--- src/bdlp_pkg.sv ---
package bdlp_pkg;

  // configuration register width and index width
  localparam int REG_W     = 16;
  localparam int CFG_IDX_W = 1;

  // configuration register indexes
  typedef enum logic [CFG_IDX_W-1:0] {
    REG_DEBOUNCE_TICKS   = 1'b0,
    REG_LONG_PRESS_TICKS = 1'b1
  } cfg_reg_t;

  // register values after reset
  localparam logic [REG_W-1:0] DEBOUNCE_TICKS_RST   = 16'd100;
  localparam logic [REG_W-1:0] LONG_PRESS_TICKS_RST = 16'd1000;

  // status of the event queue seen by front and back
  typedef struct packed {
    logic full;
    logic empty;
  } q_stat_t;

endpackage

--- src/button_debounce_long_press_top.sv ---
// Debounced button front end with long-press detection.
// Input channel: one transaction per millisecond tick, in_tdata carries the raw
// level of every button (bit i is button i, 1 is pressed).
// Output channel: one transaction per event: button index and new stable level
// in out_tdata, out_tuser high for a long-press expiry, out_tlast high on the
// final event caused by a tick. A tick may cause no event at all.
// Configuration: cfg_wr_en writes cfg_wdata to register cfg_addr (0 debounce
// ticks, 1 long-press ticks) at the clock edge; write only while idle.
// A tick's first event passes the event queue, the pending-event and output
// registers; later events follow one per cycle while out_tready is high.
// Throughput: one tick per cycle while each tick causes at most one event; the
// output serializer sends one event per cycle and a two-tick event queue
// decouples it from the tick lanes, so in_tready drops while that queue is full.
// Reset: registers return to 100 and 1000, every button is released with the
// rising edge armed and no countdown running; the queue is emptied.
// A stall on out_tready holds the current event and fills the queue, then
// stalls the input.
module button_debounce_long_press_top #(
  parameter int  NUM_BUTTONS = 3,
  parameter int  COUNT_WIDTH = 16,
  localparam int IN_W  = ((NUM_BUTTONS + 7) / 8) * 8,
  localparam int BW    = (NUM_BUTTONS > 1) ? $clog2(NUM_BUTTONS) : 1,
  localparam int OUT_W = ((BW + 1 + 7) / 8) * 8
) (
  input  logic                           clk,
  input  logic                           rst_n,
  input  logic                           cfg_wr_en,
  input  logic [bdlp_pkg::CFG_IDX_W-1:0] cfg_addr,
  input  logic [bdlp_pkg::REG_W-1:0]     cfg_wdata,
  input  logic                           in_tvalid,
  output logic                           in_tready,
  input  logic [IN_W-1:0]                in_tdata,   // levels
  output logic                           out_tvalid,
  input  logic                           out_tready,
  output logic [OUT_W-1:0]               out_tdata,  // button, pressed
  output logic                           out_tuser,  // long_press
  output logic                           out_tlast
);
  import bdlp_pkg::*;

  localparam int QW = 4 * NUM_BUTTONS;

  q_stat_t                  q_stat;
  logic                     push, pop;
  logic [2*NUM_BUTTONS-1:0] ev_valid, ev_press;
  logic [QW-1:0]            q_rdata;
  logic [BW-1:0]            out_button;
  logic                     out_pressed;

  bdlp_front #(.NB(NUM_BUTTONS), .CW(COUNT_WIDTH)) u_front (
    .clk      (clk),
    .rst_n    (rst_n),
    .cfg_wr_en(cfg_wr_en),
    .cfg_addr (cfg_addr),
    .cfg_wdata(cfg_wdata),
    .in_valid (in_tvalid),
    .in_ready (in_tready),
    .levels   (in_tdata[NUM_BUTTONS-1:0]),
    .q_stat   (q_stat),
    .push     (push),
    .ev_valid (ev_valid),
    .ev_press (ev_press)
  );

  bdlp_queue #(.W(QW), .DEPTH(2)) u_queue (
    .clk   (clk),
    .rst_n (rst_n),
    .push  (push),
    .wdata ({ev_press, ev_valid}),
    .pop   (pop),
    .rdata (q_rdata),
    .q_stat(q_stat)
  );

  bdlp_back #(.NB(NUM_BUTTONS), .BW(BW)) u_back (
    .clk        (clk),
    .rst_n      (rst_n),
    .q_stat     (q_stat),
    .q_valid    (q_rdata[2*NUM_BUTTONS-1:0]),
    .q_press    (q_rdata[QW-1:2*NUM_BUTTONS]),
    .pop        (pop),
    .out_tvalid (out_tvalid),
    .out_tready (out_tready),
    .out_button (out_button),
    .out_pressed(out_pressed),
    .out_long   (out_tuser),
    .out_tlast  (out_tlast)
  );

  assign out_tdata = OUT_W'({out_pressed, out_button});

endmodule

--- src/bdlp_front.sv ---
module bdlp_front #(
  parameter int NB = 3,
  parameter int CW = 16
) (
  input  logic                          clk,
  input  logic                          rst_n,
  input  logic                          cfg_wr_en,
  input  logic [bdlp_pkg::CFG_IDX_W-1:0] cfg_addr,
  input  logic [bdlp_pkg::REG_W-1:0]     cfg_wdata,
  input  logic                          in_valid,
  output logic                          in_ready,
  input  logic [NB-1:0]                 levels,
  input  bdlp_pkg::q_stat_t             q_stat,
  output logic                          push,
  output logic [2*NB-1:0]               ev_valid,
  output logic [2*NB-1:0]               ev_press
);
  import bdlp_pkg::*;

  // register value masked to counter width, zero loads as one
  function automatic logic [CW-1:0] to_load(input logic [REG_W-1:0] v);
    logic [CW-1:0] m;
    m = CW'(v);
    return (m == '0) ? CW'(1) : m;
  endfunction

  logic [CW-1:0] db_load_r, lp_load_r;

  logic [NB-1:0] stable_r, stable_nxt;
  logic [NB-1:0] prev_r, prev_nxt;
  logic [NB-1:0] armed_r, armed_nxt;
  logic [NB-1:0] dba_r, dba_nxt;
  logic [NB-1:0] rc_r, rc_nxt;
  logic [NB-1:0] la_r, la_nxt;
  logic [CW-1:0] dbc_r [NB];
  logic [CW-1:0] dbc_nxt [NB];
  logic [CW-1:0] lc_r [NB];
  logic [CW-1:0] lc_nxt [NB];

  logic [NB-1:0] edge_hit;
  logic [NB-1:0] do_eval;
  logic [CW-1:0] lc_dec [NB];
  logic [CW-1:0] dbc_dec [NB];
  logic          accept;

  assign in_ready = !q_stat.full;
  assign accept   = in_valid && in_ready;
  assign push     = accept && (|ev_valid);

  // configuration writes
  always_ff @(posedge clk) begin
    if (!rst_n) begin
      db_load_r <= to_load(DEBOUNCE_TICKS_RST);
      lp_load_r <= to_load(LONG_PRESS_TICKS_RST);
    end else if (cfg_wr_en) begin
      case (cfg_reg_t'(cfg_addr))
        REG_DEBOUNCE_TICKS:   db_load_r <= to_load(cfg_wdata);
        REG_LONG_PRESS_TICKS: lp_load_r <= to_load(cfg_wdata);
        default: ;
      endcase
    end
  end

  // per-button lanes, all evaluated in parallel for one tick
  always_comb begin
    stable_nxt = stable_r;
    prev_nxt   = levels;
    armed_nxt  = armed_r;
    dba_nxt    = dba_r;
    rc_nxt     = rc_r;
    la_nxt     = la_r;
    ev_valid   = '0;
    ev_press   = '0;
    edge_hit   = '0;
    do_eval    = '0;
    for (int i = 0; i < NB; i++) begin
      dbc_nxt[i] = dbc_r[i];
      lc_nxt[i]  = lc_r[i];
      lc_dec[i]  = lc_r[i] - CW'(1);
      dbc_dec[i] = dbc_r[i] - CW'(1);

      // armed edge restarts the debounce countdown
      edge_hit[i] = armed_r[i] ? (prev_r[i] && !levels[i]) : (!prev_r[i] && levels[i]);
      if (edge_hit[i]) begin
        dba_nxt[i] = 1'b1;
        dbc_nxt[i] = db_load_r;
        rc_nxt[i]  = 1'b0;
      end

      // long-press countdown
      if (la_r[i]) begin
        lc_nxt[i] = lc_dec[i];
        if (lc_dec[i] == '0) begin
          la_nxt[i]       = 1'b0;
          ev_valid[2*i]   = 1'b1;
          ev_press[2*i]   = stable_r[i];
        end
      end

      // recheck or debounce expiry
      if (rc_nxt[i]) begin
        rc_nxt[i]  = 1'b0;
        do_eval[i] = 1'b1;
      end else if (dba_r[i] && !edge_hit[i]) begin
        dbc_nxt[i] = dbc_dec[i];
        if (dbc_dec[i] == '0) begin
          dba_nxt[i] = 1'b0;
          do_eval[i] = 1'b1;
        end
      end

      // sample level against stable state, state toggles in every case
      if (do_eval[i]) begin
        if (!stable_r[i] && levels[i]) begin
          la_nxt[i]    = 1'b1;
          lc_nxt[i]    = lp_load_r;
          armed_nxt[i] = 1'b1;
        end else if (stable_r[i] && !levels[i]) begin
          la_nxt[i]    = 1'b0;
          armed_nxt[i] = 1'b0;
        end else begin
          rc_nxt[i] = 1'b1;
        end
        stable_nxt[i]   = !stable_r[i];
        ev_valid[2*i+1] = 1'b1;
        ev_press[2*i+1] = !stable_r[i];
      end
    end
  end

  // button state, advanced once per accepted tick
  always_ff @(posedge clk) begin
    if (!rst_n) begin
      stable_r <= '0;
      prev_r   <= '0;
      armed_r  <= '0;
      dba_r    <= '0;
      rc_r     <= '0;
      la_r     <= '0;
      for (int i = 0; i < NB; i++) begin
        dbc_r[i] <= '0;
        lc_r[i]  <= '0;
      end
    end else if (accept) begin
      stable_r <= stable_nxt;
      prev_r   <= prev_nxt;
      armed_r  <= armed_nxt;
      dba_r    <= dba_nxt;
      rc_r     <= rc_nxt;
      la_r     <= la_nxt;
      for (int i = 0; i < NB; i++) begin
        dbc_r[i] <= dbc_nxt[i];
        lc_r[i]  <= lc_nxt[i];
      end
    end
  end

`ifndef NO_ASSERTIONS
  // a pending recheck never coexists with a running debounce countdown
  a_rc_excl: assert property (@(posedge clk) disable iff (!rst_n)
    (rc_r & dba_r) == '0)
    else $error("recheck pending while debounce countdown active");
`endif

endmodule

--- src/bdlp_queue.sv ---
module bdlp_queue #(
  parameter int W     = 6,
  parameter int DEPTH = 2
) (
  input  logic              clk,
  input  logic              rst_n,
  input  logic              push,
  input  logic [W-1:0]      wdata,
  input  logic              pop,
  output logic [W-1:0]      rdata,
  output bdlp_pkg::q_stat_t q_stat
);
  import bdlp_pkg::*;

  localparam int PW = (DEPTH > 1) ? $clog2(DEPTH) : 1;
  localparam int CNTW = $clog2(DEPTH + 1);

  logic [W-1:0]    mem_r [DEPTH];
  logic [PW-1:0]   wr_ptr_r, rd_ptr_r;
  logic [CNTW-1:0] cnt_r;

  assign rdata        = mem_r[rd_ptr_r];
  assign q_stat.full  = (cnt_r == CNTW'(DEPTH));
  assign q_stat.empty = (cnt_r == '0);

  // pointers and fill count
  always_ff @(posedge clk) begin
    if (!rst_n) begin
      wr_ptr_r <= '0;
      rd_ptr_r <= '0;
      cnt_r    <= '0;
    end else begin
      if (push)
        wr_ptr_r <= (wr_ptr_r == PW'(DEPTH - 1)) ? '0 : wr_ptr_r + PW'(1);
      if (pop)
        rd_ptr_r <= (rd_ptr_r == PW'(DEPTH - 1)) ? '0 : rd_ptr_r + PW'(1);
      if (push && !pop)
        cnt_r <= cnt_r + CNTW'(1);
      else if (pop && !push)
        cnt_r <= cnt_r - CNTW'(1);
    end
  end

  // entry storage
  always_ff @(posedge clk) begin
    if (push)
      mem_r[wr_ptr_r] <= wdata;
  end

`ifndef NO_ASSERTIONS
  a_no_overflow: assert property (@(posedge clk) disable iff (!rst_n)
    push |-> !q_stat.full)
    else $error("event queue overflow");
  a_no_underflow: assert property (@(posedge clk) disable iff (!rst_n)
    pop |-> !q_stat.empty)
    else $error("event queue underflow");
`endif

endmodule

--- src/bdlp_back.sv ---
module bdlp_back #(
  parameter int NB = 3,
  parameter int BW = 2
) (
  input  logic              clk,
  input  logic              rst_n,
  input  bdlp_pkg::q_stat_t q_stat,
  input  logic [2*NB-1:0]   q_valid,
  input  logic [2*NB-1:0]   q_press,
  output logic              pop,
  output logic              out_tvalid,
  input  logic              out_tready,
  output logic [BW-1:0]     out_button,
  output logic              out_pressed,
  output logic              out_long,
  output logic              out_tlast
);
  import bdlp_pkg::*;

  localparam int S  = 2 * NB;
  localparam int SW = $clog2(S);

  logic [S-1:0]  rem_r, rem_nxt;
  logic [S-1:0]  pr_r, pr_nxt;
  logic          ov_r, ov_nxt;
  logic [BW-1:0] btn_r, btn_nxt;
  logic          press_r, press_nxt;
  logic          long_r, long_nxt;
  logic          last_r, last_nxt;
  logic          emit;

  logic [S-1:0]  low;
  logic [S-1:0]  rest;
  logic [SW-1:0] sel;
  logic          adv;

  // lowest pending event slot: ascending button, long before debounce per button
  assign low  = rem_r & (~rem_r + S'(1));
  assign rest = rem_r & ~low;
  assign adv  = !ov_r || out_tready;

  always_comb begin
    sel = '0;
    for (int j = 0; j < S; j++) begin
      if (low[j])
        sel = SW'(j);
    end
  end

  // step through events of one tick, reload from the queue as it drains
  always_comb begin
    rem_nxt   = rem_r;
    pr_nxt    = pr_r;
    ov_nxt    = ov_r && !out_tready;
    btn_nxt   = btn_r;
    press_nxt = press_r;
    long_nxt  = long_r;
    last_nxt  = last_r;
    emit      = adv && (rem_r != '0);
    pop       = 1'b0;
    if (emit) begin
      ov_nxt    = 1'b1;
      btn_nxt   = BW'(sel >> 1);
      press_nxt = pr_r[sel];
      long_nxt  = !sel[0];
      last_nxt  = (rest == '0);
      rem_nxt   = rest;
    end
    if (!q_stat.empty && ((rem_r == '0) || (emit && rest == '0))) begin
      pop     = 1'b1;
      rem_nxt = q_valid;
      pr_nxt  = q_press;
    end
  end

  // control state
  always_ff @(posedge clk) begin
    if (!rst_n) begin
      rem_r <= '0;
      ov_r  <= 1'b0;
    end else begin
      rem_r <= rem_nxt;
      ov_r  <= ov_nxt;
    end
  end

  // output payload and press levels of the tick in progress
  always_ff @(posedge clk) begin
    pr_r    <= pr_nxt;
    btn_r   <= btn_nxt;
    press_r <= press_nxt;
    long_r  <= long_nxt;
    last_r  <= last_nxt;
  end

  assign out_tvalid  = ov_r;
  assign out_button  = btn_r;
  assign out_pressed = press_r;
  assign out_long    = long_r;
  assign out_tlast   = last_r;

`ifndef NO_ASSERTIONS
  // an event that is not the last of its tick leaves events behind it
  a_more_pending: assert property (@(posedge clk) disable iff (!rst_n)
    (ov_r && !last_r) |-> (rem_r != '0))
    else $error("non-final event with nothing left to send");
`endif

endmodule
--- config.mk ---
export PLATFORM = sky130hd
export DESIGN_NAME = button_debounce_long_press_top
export DESIGN_NICKNAME = d
export VERILOG_FILES = /design/src/bdlp_pkg.sv /design/src/button_debounce_long_press_top.sv /design/src/bdlp_front.sv /design/src/bdlp_queue.sv /design/src/bdlp_back.sv
export SDC_FILE = /design/constraint.sdc
export NUM_CORES = 1
export LEC_CHECK = 0
export ABC_CLOCK_PERIOD_IN_PS = 5000
export BUFFER_PORTS_ARGS = -buffer_cell sky130_fd_sc_hd__buf_2
export CAP_MARGIN = 20
export CORE_MARGIN = 4
export CORE_UTILIZATION = 50
export DETAILED_ROUTE_END_ITERATION = 6
export PLACE_DENSITY = 0.67
export SLEW_MARGIN = 5
export SYNTH_ARGS = -nofsm -noshare
export SYNTH_HDL_FRONTEND = slang
export SYNTH_SLANG_ARGS = --single-unit
--- constraint.sdc ---
create_clock -name clk -period 5 [get_ports clk]
set_input_delay 0.5 -clock clk [delete_from_list [all_inputs] [get_ports clk]]
set_output_delay 0.5 -clock clk [all_outputs]
set_load 0.1 [all_outputs]
Word level (Yosys, flattened, before mapping)
Memory sizes are Yosys's and may differ from the RTL's. A register that Yosys moved wholly into a read port is not among the register bits.
Index checks and enable logic that the tools add are counted.
{ "classes": {"multipliers": 0, "shift": 0, "eq_ne": 1, "n_div": 0, "order_cmp": 1, "muxes": 123, "bitwise_logic": 11, "n_reduce_logical": 69, "n_addsub": 11} }
{ "op_table": {"columns": ["op", "count"], "rows": [
  ["16-bit two-way mux", 25],
  ["16-bit zero test", 7],
  ["16-bit by 1-bit subtractor with 16-bit output, second input constant", 6],
  ["1-bit two-way mux", 89],
  ["1-bit logical AND", 23],
  ["1-bit zero test", 19],
  ["6-bit bitwise AND", 2],
  ["6-bit zero test", 2],
  ["3-bit two-way mux", 4],
  ["6-bit two-way mux", 2],
  ["6-bit inverter", 2],
  ["2-bit AND reduction", 5],
  ["2-bit nonzero test", 5],
  ["3-bit AND reduction", 3],
  ["6-bit by 1-bit adder with 6-bit output, second input constant", 1],
  ["1-bit OR", 6],
  ["6-bit nonzero test", 1],
  ["6-bit OR reduction", 1],
  ["3-bit by 4-bit less-than comparator with 1-bit output, second input constant", 1],
  ["2-bit two-way mux", 2],
  ["1-bit binary-select mux with 3-bit select", 1],
  ["1-bit adder, second input constant", 2],
  ["2-bit by 1-bit adder with 2-bit output, second input constant", 1],
  ["2-bit == test, second input constant", 1],
  ["other kinds (4)", 5]
]} }
{ "word_totals": {"out_inout_bits": 12, "elab_cells": 241, "latch_bits": 0, "regBits": 72, "input_bits": 30, "ramBits": 120, "rom_bits": 0, "memories": 3} }
{ "mem_list": {"columns": ["memory", "words", "width", "rd", "rd_ports_with_merged_regs", "wr", "line_no", "rtl"], "rows": [
  ["u_front.dbc_r", 3, 16, 3, 0, 3, "bdlp_front.sv:35", "logic [CW-1:0] dbc_r [NB];"],
  ["u_front.lc_r", 3, 16, 3, 0, 3, "bdlp_front.sv:37", "logic [CW-1:0] lc_r [NB];"],
  ["u_queue.mem_r", 2, 12, 1, 1, 1, "bdlp_queue.sv:18", "logic [W-1:0] mem_r [DEPTH];"]
]} }

Longest topological paths before layout
Gate-level depths: netlist of the first run.
{ "logic_depth": {"word_depth": 14, "ltp_mapped": 15, "mapped_depth_nobuf": 14} }

Hierarchy
A second synthesis of the first run with hierarchy kept.
{ "hier_totals": {"hier_cells": 1176, "area_unflattened_um2": 11190.7} }
{ "by_module_without_submodules": {"columns": ["module", "seq_area_each_um2", "instances", "cells_per_inst", "area_per_inst_um2"], "rows": [
  ["bdlp_front", 3883.7, 1, 1033, 9206.3],
  ["bdlp_queue", 820.8, 1, 59, 1079.8],
  ["bdlp_back", 470.5, 1, 77, 855.8],
  ["button_debounce_long_press_top", 0.0, 1, 7, 48.8]
]} }

Least setup slack after synthesis of the first run
Ideal clock, no wire load.
{ "synth_path": {"path_kind": "reg-to-reg", "start": "register u_queue.cnt_r[0]", "end": "memory u_front.dbc_r[0][0], enable pin", "setup_ns": 0.458, "path_stages_with_launch": 5, "synth_period_minus_slack_ns": 4.278, "required_time_ns": 4.542, "arrival_ns": 3.820, "path_slack_ns": 0.722, "n_path_buf": 1, "path_cell_list": "dfxtp_1 -> nand2b_1 -> nand2_1 -> clkbuf_1 -> nand2_1"} }
{ "synth_rtl": {"columns": ["item", "line_no", "rtl"], "rows": [
  ["start: declaration", "bdlp_queue.sv:20", "logic [CNTW-1:0] cnt_r;"],
  ["start signal: assignment", "bdlp_queue.sv:38", "cnt_r <= cnt_r + CNTW'(1);"],
  ["start signal: assignment", "bdlp_queue.sv:40", "cnt_r <= cnt_r - CNTW'(1);"],
  ["end: declaration", "bdlp_front.sv:35", null]
]} }

==> results of run 1 <==
==> power groups by stage <==
stage / Sequential [mW] / Clock [mW] / Combinational [mW]
after detailed placement: 2.25 / 0 / 1.16
after floorplan: 2.26 / 0 / 0.892
after global placement: 2.24 / 0 / 1.14
after CTS: 2.22 / 1.38 / 1.17
after global routing: 2.26 / 1.44 / 1.28
final: 2.22 / 1.35 / 1.16
==> flip-flops by register name, summed over array words and instances, names as in the netlist, named ones only <==
signal	count
u_front.rc_r	3
u_back.out_button	2
u_queue.wr_ptr_r	1
u_front.la_r	3
u_queue.mem_r	24
u_front.stable_r	3
u_back.rem_r	6
u_queue.cnt_r	2
u_front.armed_r	3
u_front.prev_r	3
u_front.db_load_r	16
u_front.lc_r	48
u_back.out_tlast	1
u_back.pr_r	6
u_front.lp_load_r	16
u_front.dba_r	3
u_front.dbc_r	48
u_back.out_pressed	1
u_back.out_long	1
u_queue.rd_ptr_r	1
u_back.out_tvalid	1
==> cell families after synthesis <==
group / synth area share, %
other cells: 0.0339
compound gates: 14.0
flops: 46.7
buf+inv: 3.96
fa+ha+maj: 2.24
xor+xnor: 7.51
mux: 3.80
simple gates: 21.7
==> area by class of cell <==
class	instances	area, µm²
Fill cell	1933	9840
Inverter	27	101
Tap cell	280	350
Timing Repair Buffer	46	268
Multi-Input combinational cell	856	5500
Clock buffer	19	443
Sequential cell	193	5170
Clock inverter	13	149
==> metrics by stage <==
stage | hold slack [ns] | utilization [%] | std cells | total power, mW | instance area [µm²]
6_report | 0.321 | 54.9 | 1434 | 4.73 | 12000
5_1_grt | 0.320 | 54.9 | 1434 | 4.98 | 12000
4_1_cts | 0.301 | 54.9 | 1433 | 4.76 | 12000
3_5_place_dp | 0.477 | 52.2 | 1401 | 3.41 | 11400
3_3_place_gp | 0.463 | 52.2 | 1401 | 3.39 | 11400
2_1_floorplan | 0.452 | - | 1156 | 3.15 | 11100
==> worst paths after layout <==
check / start / slack (ns) / to / cells after the start
worst max-delay path: u_front.lc_r[0][0]$_SDFFCE_PN0P_ / 1.29 / u_queue.cnt_r[1]$_SDFFE_PN0P_ / 13
worst min-delay path: cfg_wdata[8] / 0.32 / u_front.lp_load_r[8]$_SDFFE_PN1P_ / 3
worst max register to register: u_front.lc_r[0][0]$_SDFFCE_PN0P_ / 1.29 / u_queue.cnt_r[1]$_SDFFE_PN0P_ / 13
worst min register to register: u_front.prev_r[0]$_SDFFE_PN0P_ / 0.48 / u_front.prev_r[0]$_SDFFE_PN0P_ / 2
==> per-layer routing <==
layer	GRT usage (%)	wire length, µm
met4	6.90	500
met1	29.8	11800
met3	3.57	1270
met2	34.4	12300
met5	0	0
==> cells in the mapped netlist (8+ instances only) <==
cell	number	share of area, %
ha_1	19	2.1
nand2_1	119	4.0
a21boi_0	31	2.1
buf_4	8	0.54
nand3_1	30	1.4
nor4_1	31	1.8
a211oi_1	66	4.5
clkbuf_1	60	2.0
or3_1	20	1.1
dfxtp_1	62	11
nor4b_1	8	0.63
xnor2_1	61	4.8
a311oi_1	10	0.79
nand2b_1	11	0.62
mux2i_1	24	2.2
nor2_1	154	5.2
nor2b_1	15	0.85
o21ai_0	23	1.0
inv_1	27	0.92
and2_1	9	0.51
xor2_1	34	2.7
nor3_1	42	1.9
edfxtp_1	131	36
a21oi_1	15	0.68
mux2_2	16	1.6
==> critical path: cells and delay by family (launching register included) <==
| kind | cells | cell delay [ns] |
|---|---|---|
| buf+inv | 3 | 0.33 |
| simple gates | 4 | 1.26 |
| xor+xnor | 1 | 0.18 |
| flops | 1 | 0.47 |
| fa+ha+maj | 2 | 0.54 |
| compound gates | 3 | 0.85 |
==> summary.txt, run 1 <==
Run status
  – Status: completed

Layout
  – Nets: ~1,200
  – Commonest cells after routing, fill and taps aside: 154 x nor2_1, 131 x edfxtp_1, 117 x nand2_1, 66 x a211oi_1, 62 x dfxtp_1
  – Commonest non-fill, non-tap cell in the layout: nor2_1
  – Area Overhead vs Synth: 8.23%
  – Share of cells above drive strength 1: 10.4%
  – Ant diodes: 0

STA
  – RSZ-0062 raised after global routing: false
  – Slew headroom: roughly 31%
  – Fmax: about 0.27 GHz
  – Final min period: ~3.7 ns
  – Setup Skew: roughly 0.012 ns
  – Worst Tran Pin Value: between 1 and 1.5 ns
  – Final setup margin: between 1 and 1.5 ns
  – Final Max Tran Viols: 0
  – Setup-failing EPs final: 0
  – Final worst path period share: about 74%
  – Fin. Hold Viols: 0
  – Final TNS setup: 0 ns

Global routing
  – Global-route wire length before repair: around 42,000 µm
  – Antenna violations before repair: 0
  – Vias in the first global route: between 7,000 and 8,000
  – Largest net degree at the start of global routing: between 60 and 70
  – GRT Util Overall: a little over a fifth
  – Total grt overflow: 0

Worst setup path
  – Worst path required time: ~5.4 ns
  – Critical path class: flip-flop to flip-flop
  – Worst Path Max Fanout: 5
  – Startpoint Class: flip-flop
  – Setup crit end kind: flip-flop
  – Worst Path Arrival: 4.08 ns
  – Max incr delay on CP: about 0.58 ns
  – CP max-delay cell: or4b_1
  – Crit-path cells: inv_1, ha_1, or4b_1, nor4_1, xor2_1, nor4_1, buf_4, a211o_1, o41ai_2, inv_1, ha_1, or3_1, a21boi_0

Floorplan
  – I/O Pins: 42
  – Die area: between 20,000 and 25,000 µm²
  – Initial Utilization: between 50% and 60%
  – Die width: 157 µm
  – Core area: roughly 22,000 µm²
  – Die Y: between 150 and 200 µm
  – Row count: 54

Placed design
  – Placement Setup Slack: approximately 1.3 ns
  – Routability cong.: between 0.8 and 0.9
  – Port Buffers: 31
  – Post-DP HPWL: between 15,000 and 20,000 µm

Clock network
  – Clk sink count: between 150 and 200
  – H-tree depth: 4
  – # resized after CTS: 0
  – Setup Buffers After CTS: 0
  – CTS max path bufs: 2
  – Num CTS Buffers: 17
  – Cts hold-fix bufs: 0
  – Clk Latency, worst-skew pair: 0.44 ns
  – Clock root buffer: clkbuf_16
  – TritonCTS clock tree: done
  – Clk slew on worst S/H paths: approximately 0.080 ns

Power
  – Combinational Power Share: approximately 25%
  – Cell Pwr Density: between 300 and 400 nW/µm²
  – Worst vdd ir: roughly 0.00029 V
  – Clock power frac: 28.6%
  – Leakage power: around 4.2 nW
  – Switching share of power: a little over a third
  – Reg power frac: 46.9%
  – NetSw: 1.67 mW
  – Int Power: just over 3 mW

Synth
  – Synth Area per Inst: between 9 and 10 µm²
  – Synth Register Bits: 193
  – Gate Count Post-Synth: between 1,000 and 1,500
  – Sequential area share after synthesis: 46.7%
  – Fraction of registers with async set/reset: 0%
  – Post-synth EDFFs: roughly 130
  – Synth warn: 0
  – Ys flop type: edfxtp_1
  – Area of the mapped netlist: approximately 11,000 µm²
  – Synth unique cells: between 70 and 80

Job
  – # Max-Cap Violations: 0

Route
  – TritonRoute pass-1 iters: 5
  – Antenna viol nets, final: 0
  – Via density: 5.88
  – Final wirelength: around 26,000 µm
  – Wirelength per Cell: around 18 µm
  – Number of DRC markers in iteration 0: around 670
  – # DRC: 0
  – Vias: about 8,400

Hold path
  – Hold Path Class: primary input to flip-flop
Note: power is estimated with default switching activity, not from simulation.
==> inputs of run 2 (changes only) <==
--- a/config.mk
+++ b/config.mk
@@ -5,13 +5,13 @@
 export SDC_FILE = /design/constraint.sdc
 export NUM_CORES = 1
 export LEC_CHECK = 0
-export ABC_CLOCK_PERIOD_IN_PS = 5000
+export ABC_CLOCK_PERIOD_IN_PS = 3200
 export BUFFER_PORTS_ARGS = -buffer_cell sky130_fd_sc_hd__buf_2
 export CAP_MARGIN = 20
 export CORE_MARGIN = 4
 export CORE_UTILIZATION = 50
 export DETAILED_ROUTE_END_ITERATION = 6
-export PLACE_DENSITY = 0.67
+export PLACE_DENSITY = 0.69
 export SLEW_MARGIN = 5
 export SYNTH_ARGS = -nofsm -noshare
 export SYNTH_HDL_FRONTEND = slang
==> constraint.sdc (replaced) <==
create_clock -name clk -period 3.2 [get_ports clk]
set_input_delay 0.32 -clock clk [delete_from_list [all_inputs] [get_ports clk]]
set_output_delay 0.32 -clock clk [all_outputs]
set_load 0.1 [all_outputs]
==> run 2 against run 1 <==
  * First-iteration DRC count is 2.2% lower
  * Via count grew 4.7%
  * Critical path depth stayed put
  * Combinational power up 88%
  * Clock power is 61% higher
  * Setup slack lost 1.3 ns
  * Count of clock-buffer cells in the layout decreased by 2
  * Die area unchanged
  * Hold slack got worse by 0.18 ns
  * Clock skew grew 0.0022 ns
  * Maximum frequency up 16%
  * Sequential cell count is the same
==> summary.txt, run 2 (synthesized netlist as in run 1, its figures left out) <==
Run status
  – Status: completed (unchanged)

Route
  – Number of DRC markers in iteration 0: 656 (was 671)
  – TritonRoute pass-1 iters: 7 (was 5)
  – Wirelength per Cell: 18.1 µm (was 18.0 µm)
  – Antenna viol nets, final: 0 (unchanged)
  – Via density: 5.85 (was 5.88)
  – Final wirelength: 27,200 µm (was 25,800 µm)
  – # DRC: 0 (unchanged)
  – Vias: 8,823 (was 8,425)

Placed design
  – Post-DP Area: 11,900 µm² (was 11,400 µm²)
  – Post-DP HPWL: 18,600 µm (was 17,800 µm)
  – Routability cong.: 0.898 (was 0.830)
  – Port Buffers: 31 (unchanged)

Floorplan
  – Die width: 157 µm (unchanged)
  – Die area: 24,600 µm² (unchanged)
  – Die Y: 157 µm (unchanged)
  – I/O Pins: 42 (unchanged)
  – Core area: 21,800 µm² (unchanged)
  – Initial Utilization: 50.7% (unchanged)
  – Row count: 54 (unchanged)

Hold path
  – Hold Path Origin: cfg_wdata[9] (was cfg_wdata[8])
  – Hold Path Sink: u_front.lp_load_r[9]$_SDFFE_PN1P_ (was u_front.lp_load_r[8]$_SDFFE_PN1P_)
  – Worst hold path depth: 3 (unchanged)
  – Hold Path Class: primary input to flip-flop (unchanged)

Worst setup path
  – Reg2Reg Capture Point: u_queue.cnt_r[1]$_SDFFE_PN0P_ (unchanged)
  – Startpoint Class: flip-flop (unchanged)
  – Worst Path Max Fanout: 3 (was 5)
  – Reg-to-reg slack, setup: 0.01 ns (was 1.29 ns)
  – Worst path required time: 3.58 ns (was 5.37 ns)
  – Critical path class: flip-flop to flip-flop (unchanged)
  – Setup crit end kind: flip-flop (unchanged)
  – Worst Path Arrival: 3.57 ns (was 4.08 ns)
  – FF-to-FF Start: u_front.lc_r[0][1]$_SDFFCE_PN0P_ (was u_front.lc_r[0][0]$_SDFFCE_PN0P_)
  – R2R depth: 13 (unchanged)

STA
  – RSZ-0062 raised after global routing: true (was false)
  – Slew headroom: 26.4% (was 31.1%)
  – Fin. Hold Viols: 0 (unchanged)
  – Final worst path period share: 99.7% (was 74.2%)
  – Setup Skew: 0.0143 ns (was 0.0121 ns)
  – Setup-failing EPs final: 0 (unchanged)
  – Final min period: 3.19 ns (was 3.71 ns)
  – Final Max Tran Viols: 0 (unchanged)
  – Worst Tran Pin Value: 1.10 ns (was 1.03 ns)
  – Fmax: 0.313 GHz (was 0.269 GHz)

Clock network
  – Cts hold-fix bufs: 0 (unchanged)
  – CTS max path bufs: 2 (unchanged)
  – H-tree depth: 4 (unchanged)
  – Clk slew on worst S/H paths: 0.08 ns (about the same)
  – TritonCTS clock tree: done (unchanged)
  – Num CTS Buffers: 17 (unchanged)
  – Clk Latency, worst-skew pair: 0.44 ns (about the same)
  – Clock root buffer: clkbuf_16 (unchanged)
  – Clk sink count: 193 (unchanged)

Layout
  – Share of cells above drive strength 1: 17.7% (was 10.4%)
  – Commonest cells after routing, fill and taps aside: 151 x nor2_1, 131 x edfxtp_1, 117 x nand2_1, 80 x buf_4, 66 x a211oi_1 (was 154 x nor2_1, 131 x edfxtp_1, 117 x nand2_1, 66 x a211oi_1, 62 x dfxtp_1)
  – Design Area, Final: 12,800 µm² (was 12,000 µm²)
  – FF/Latch Area: 5170 µm² (unchanged)
  – Area occupied by multi-input gates: 5670 µm² (was 5500 µm²)
  – Commonest non-fill, non-tap cell in the layout: nor2_1 (unchanged)
  – # fillers: 1,840 (was 1,933)
  – Regs by FF count: u_front.dbc_r x48, u_front.lc_r x48, u_queue.mem_r x24 (unchanged)
  – Nets: 1,263 (was 1,190)
  – Area Overhead vs Synth: 15.4% (was 8.23%)
  – Ant diodes: 0 (unchanged)

Global routing
  – Total grt overflow: 0 (unchanged)
  – Vias in the first global route: 8,176 (was 7,802)
  – Antenna violations before repair: 0 (unchanged)
  – Global-route wire length before repair: 43,200 µm (was 41,600 µm)
  – GRT Util Overall: 22.1% (was 21.4%)
  – Largest net degree at the start of global routing: 74 (was 65)

Power
  – Leakage power: 4.66 nW (was 4.25 nW)
  – Cell Pwr Density: 608 nW/µm² (was 395 nW/µm²)
  – Final Power: 7.77 mW (was 4.73 mW)
  – Worst vdd ir: 0.000392 V (was 0.000292 V)

Job
  – # Max-Cap Violations: 0 (unchanged)
==> run 2: changes by cell type in the layout (fill, tap and decap cells not counted), sizes merged <==
| cell | before | now |
|---|---|---|
| inv | 30 | 36 |
| clkinv | 10 | 6 |
| buf | 46 | 119 |
| clkbuf | 19 | 17 |
==> run 2: final cells by class <==
cell class / instances / area share [%]
multi-input combinational: 856 / 44.3
sequential: 193 / 40.5
timing repair buffer: 119 / 6.88
clock buffer: 17 / 3.33
tap: 280 / 2.74
clock inverter: 15 / 1.42
inverter: 27 / 0.793
==> run 2: worst max-delay path: stages (launching register included) <==
cell and delay, ns:
edfxtp_1 0.42, inv_2 0.10, ha_4 0.13, or4b_4 0.49, nor4_4 0.16, xor2_1 0.27, nor4_4 0.08, a211o_1 0.34
o41ai_4 0.27, inv_2 0.08, ha_4 0.16, xor2_1 0.15, or3_4 0.34, a21boi_2 0.13
==> run 2: how the worst max path moves through the flow <==
stage | start | end | slack [ns] | cells after the start
2_1_floorplan | u_front.lc_r[0][0]$_SDFFCE_PN0P_ | u_queue.mem_r[1][0]$_DFFE_PP_ | -0.07 | 10
3_3_place_gp | u_front.dbc_r[0][33]$_SDFFCE_PN0P_ | u_queue.cnt_r[1]$_SDFFE_PN0P_ | -0.07 | 12
3_5_place_dp | u_front.dbc_r[0][33]$_SDFFCE_PN0P_ | u_queue.cnt_r[1]$_SDFFE_PN0P_ | -0.15 | 12
4_1_cts | u_front.lc_r[0][1]$_SDFFCE_PN0P_ | u_queue.cnt_r[1]$_SDFFE_PN0P_ | -0.1 | 13
5_1_grt | u_front.lc_r[0][1]$_SDFFCE_PN0P_ | u_queue.cnt_r[1]$_SDFFE_PN0P_ | -0.1 | 13
6_report | u_front.lc_r[0][1]$_SDFFCE_PN0P_ | u_queue.cnt_r[1]$_SDFFE_PN0P_ | 0.01 | 13
==> run 2: layer usage <==
metal	GRT usage [%]	vias up	share of wire, %	wire length (µm)
li1	-	4307	-	-
met1	31.2	4220	45	12400
met2	35.6	253	47	12900
met3	3.48	43	5.1	1390
met4	6.12	0	2.1	573
met5	0	-	0	0
==> run 2: report_power, final <==
| part | internal, mW | total, mW | switching (mW) |
|---|---|---|---|
| clock | 1.07 | 2.18 | 1.11 |
| sequential | 3.07 | 3.41 | 0.343 |
| combinational | 0.846 | 2.18 | 1.34 |
| total | 4.99 | 7.77 | 2.79 |
==> run 2: timing repair <==
item,CTS,global route
pin swaps,7,9
gates resized for setup,12,28
gates cloned,0,1
buffers inserted,7,4
setup endpoints to repair,2,31
==> run 2: stage by stage <==
step           setup TNS, ns  hold WS (ns)  worst slack, ns  cells  util (%)
2_1_floorplan          -1.65         0.444          -0.0690   1156         -
3_3_place_gp         -0.0752         0.461          -0.0662   1463      54.5
3_5_place_dp          -0.188         0.474           -0.148   1463      54.5
4_1_cts              -0.0955         0.126          -0.0955   1501      57.8
5_1_grt               -0.727         0.149          -0.0980   1507      58.6
6_report                   0         0.139          0.00991   1507      58.6
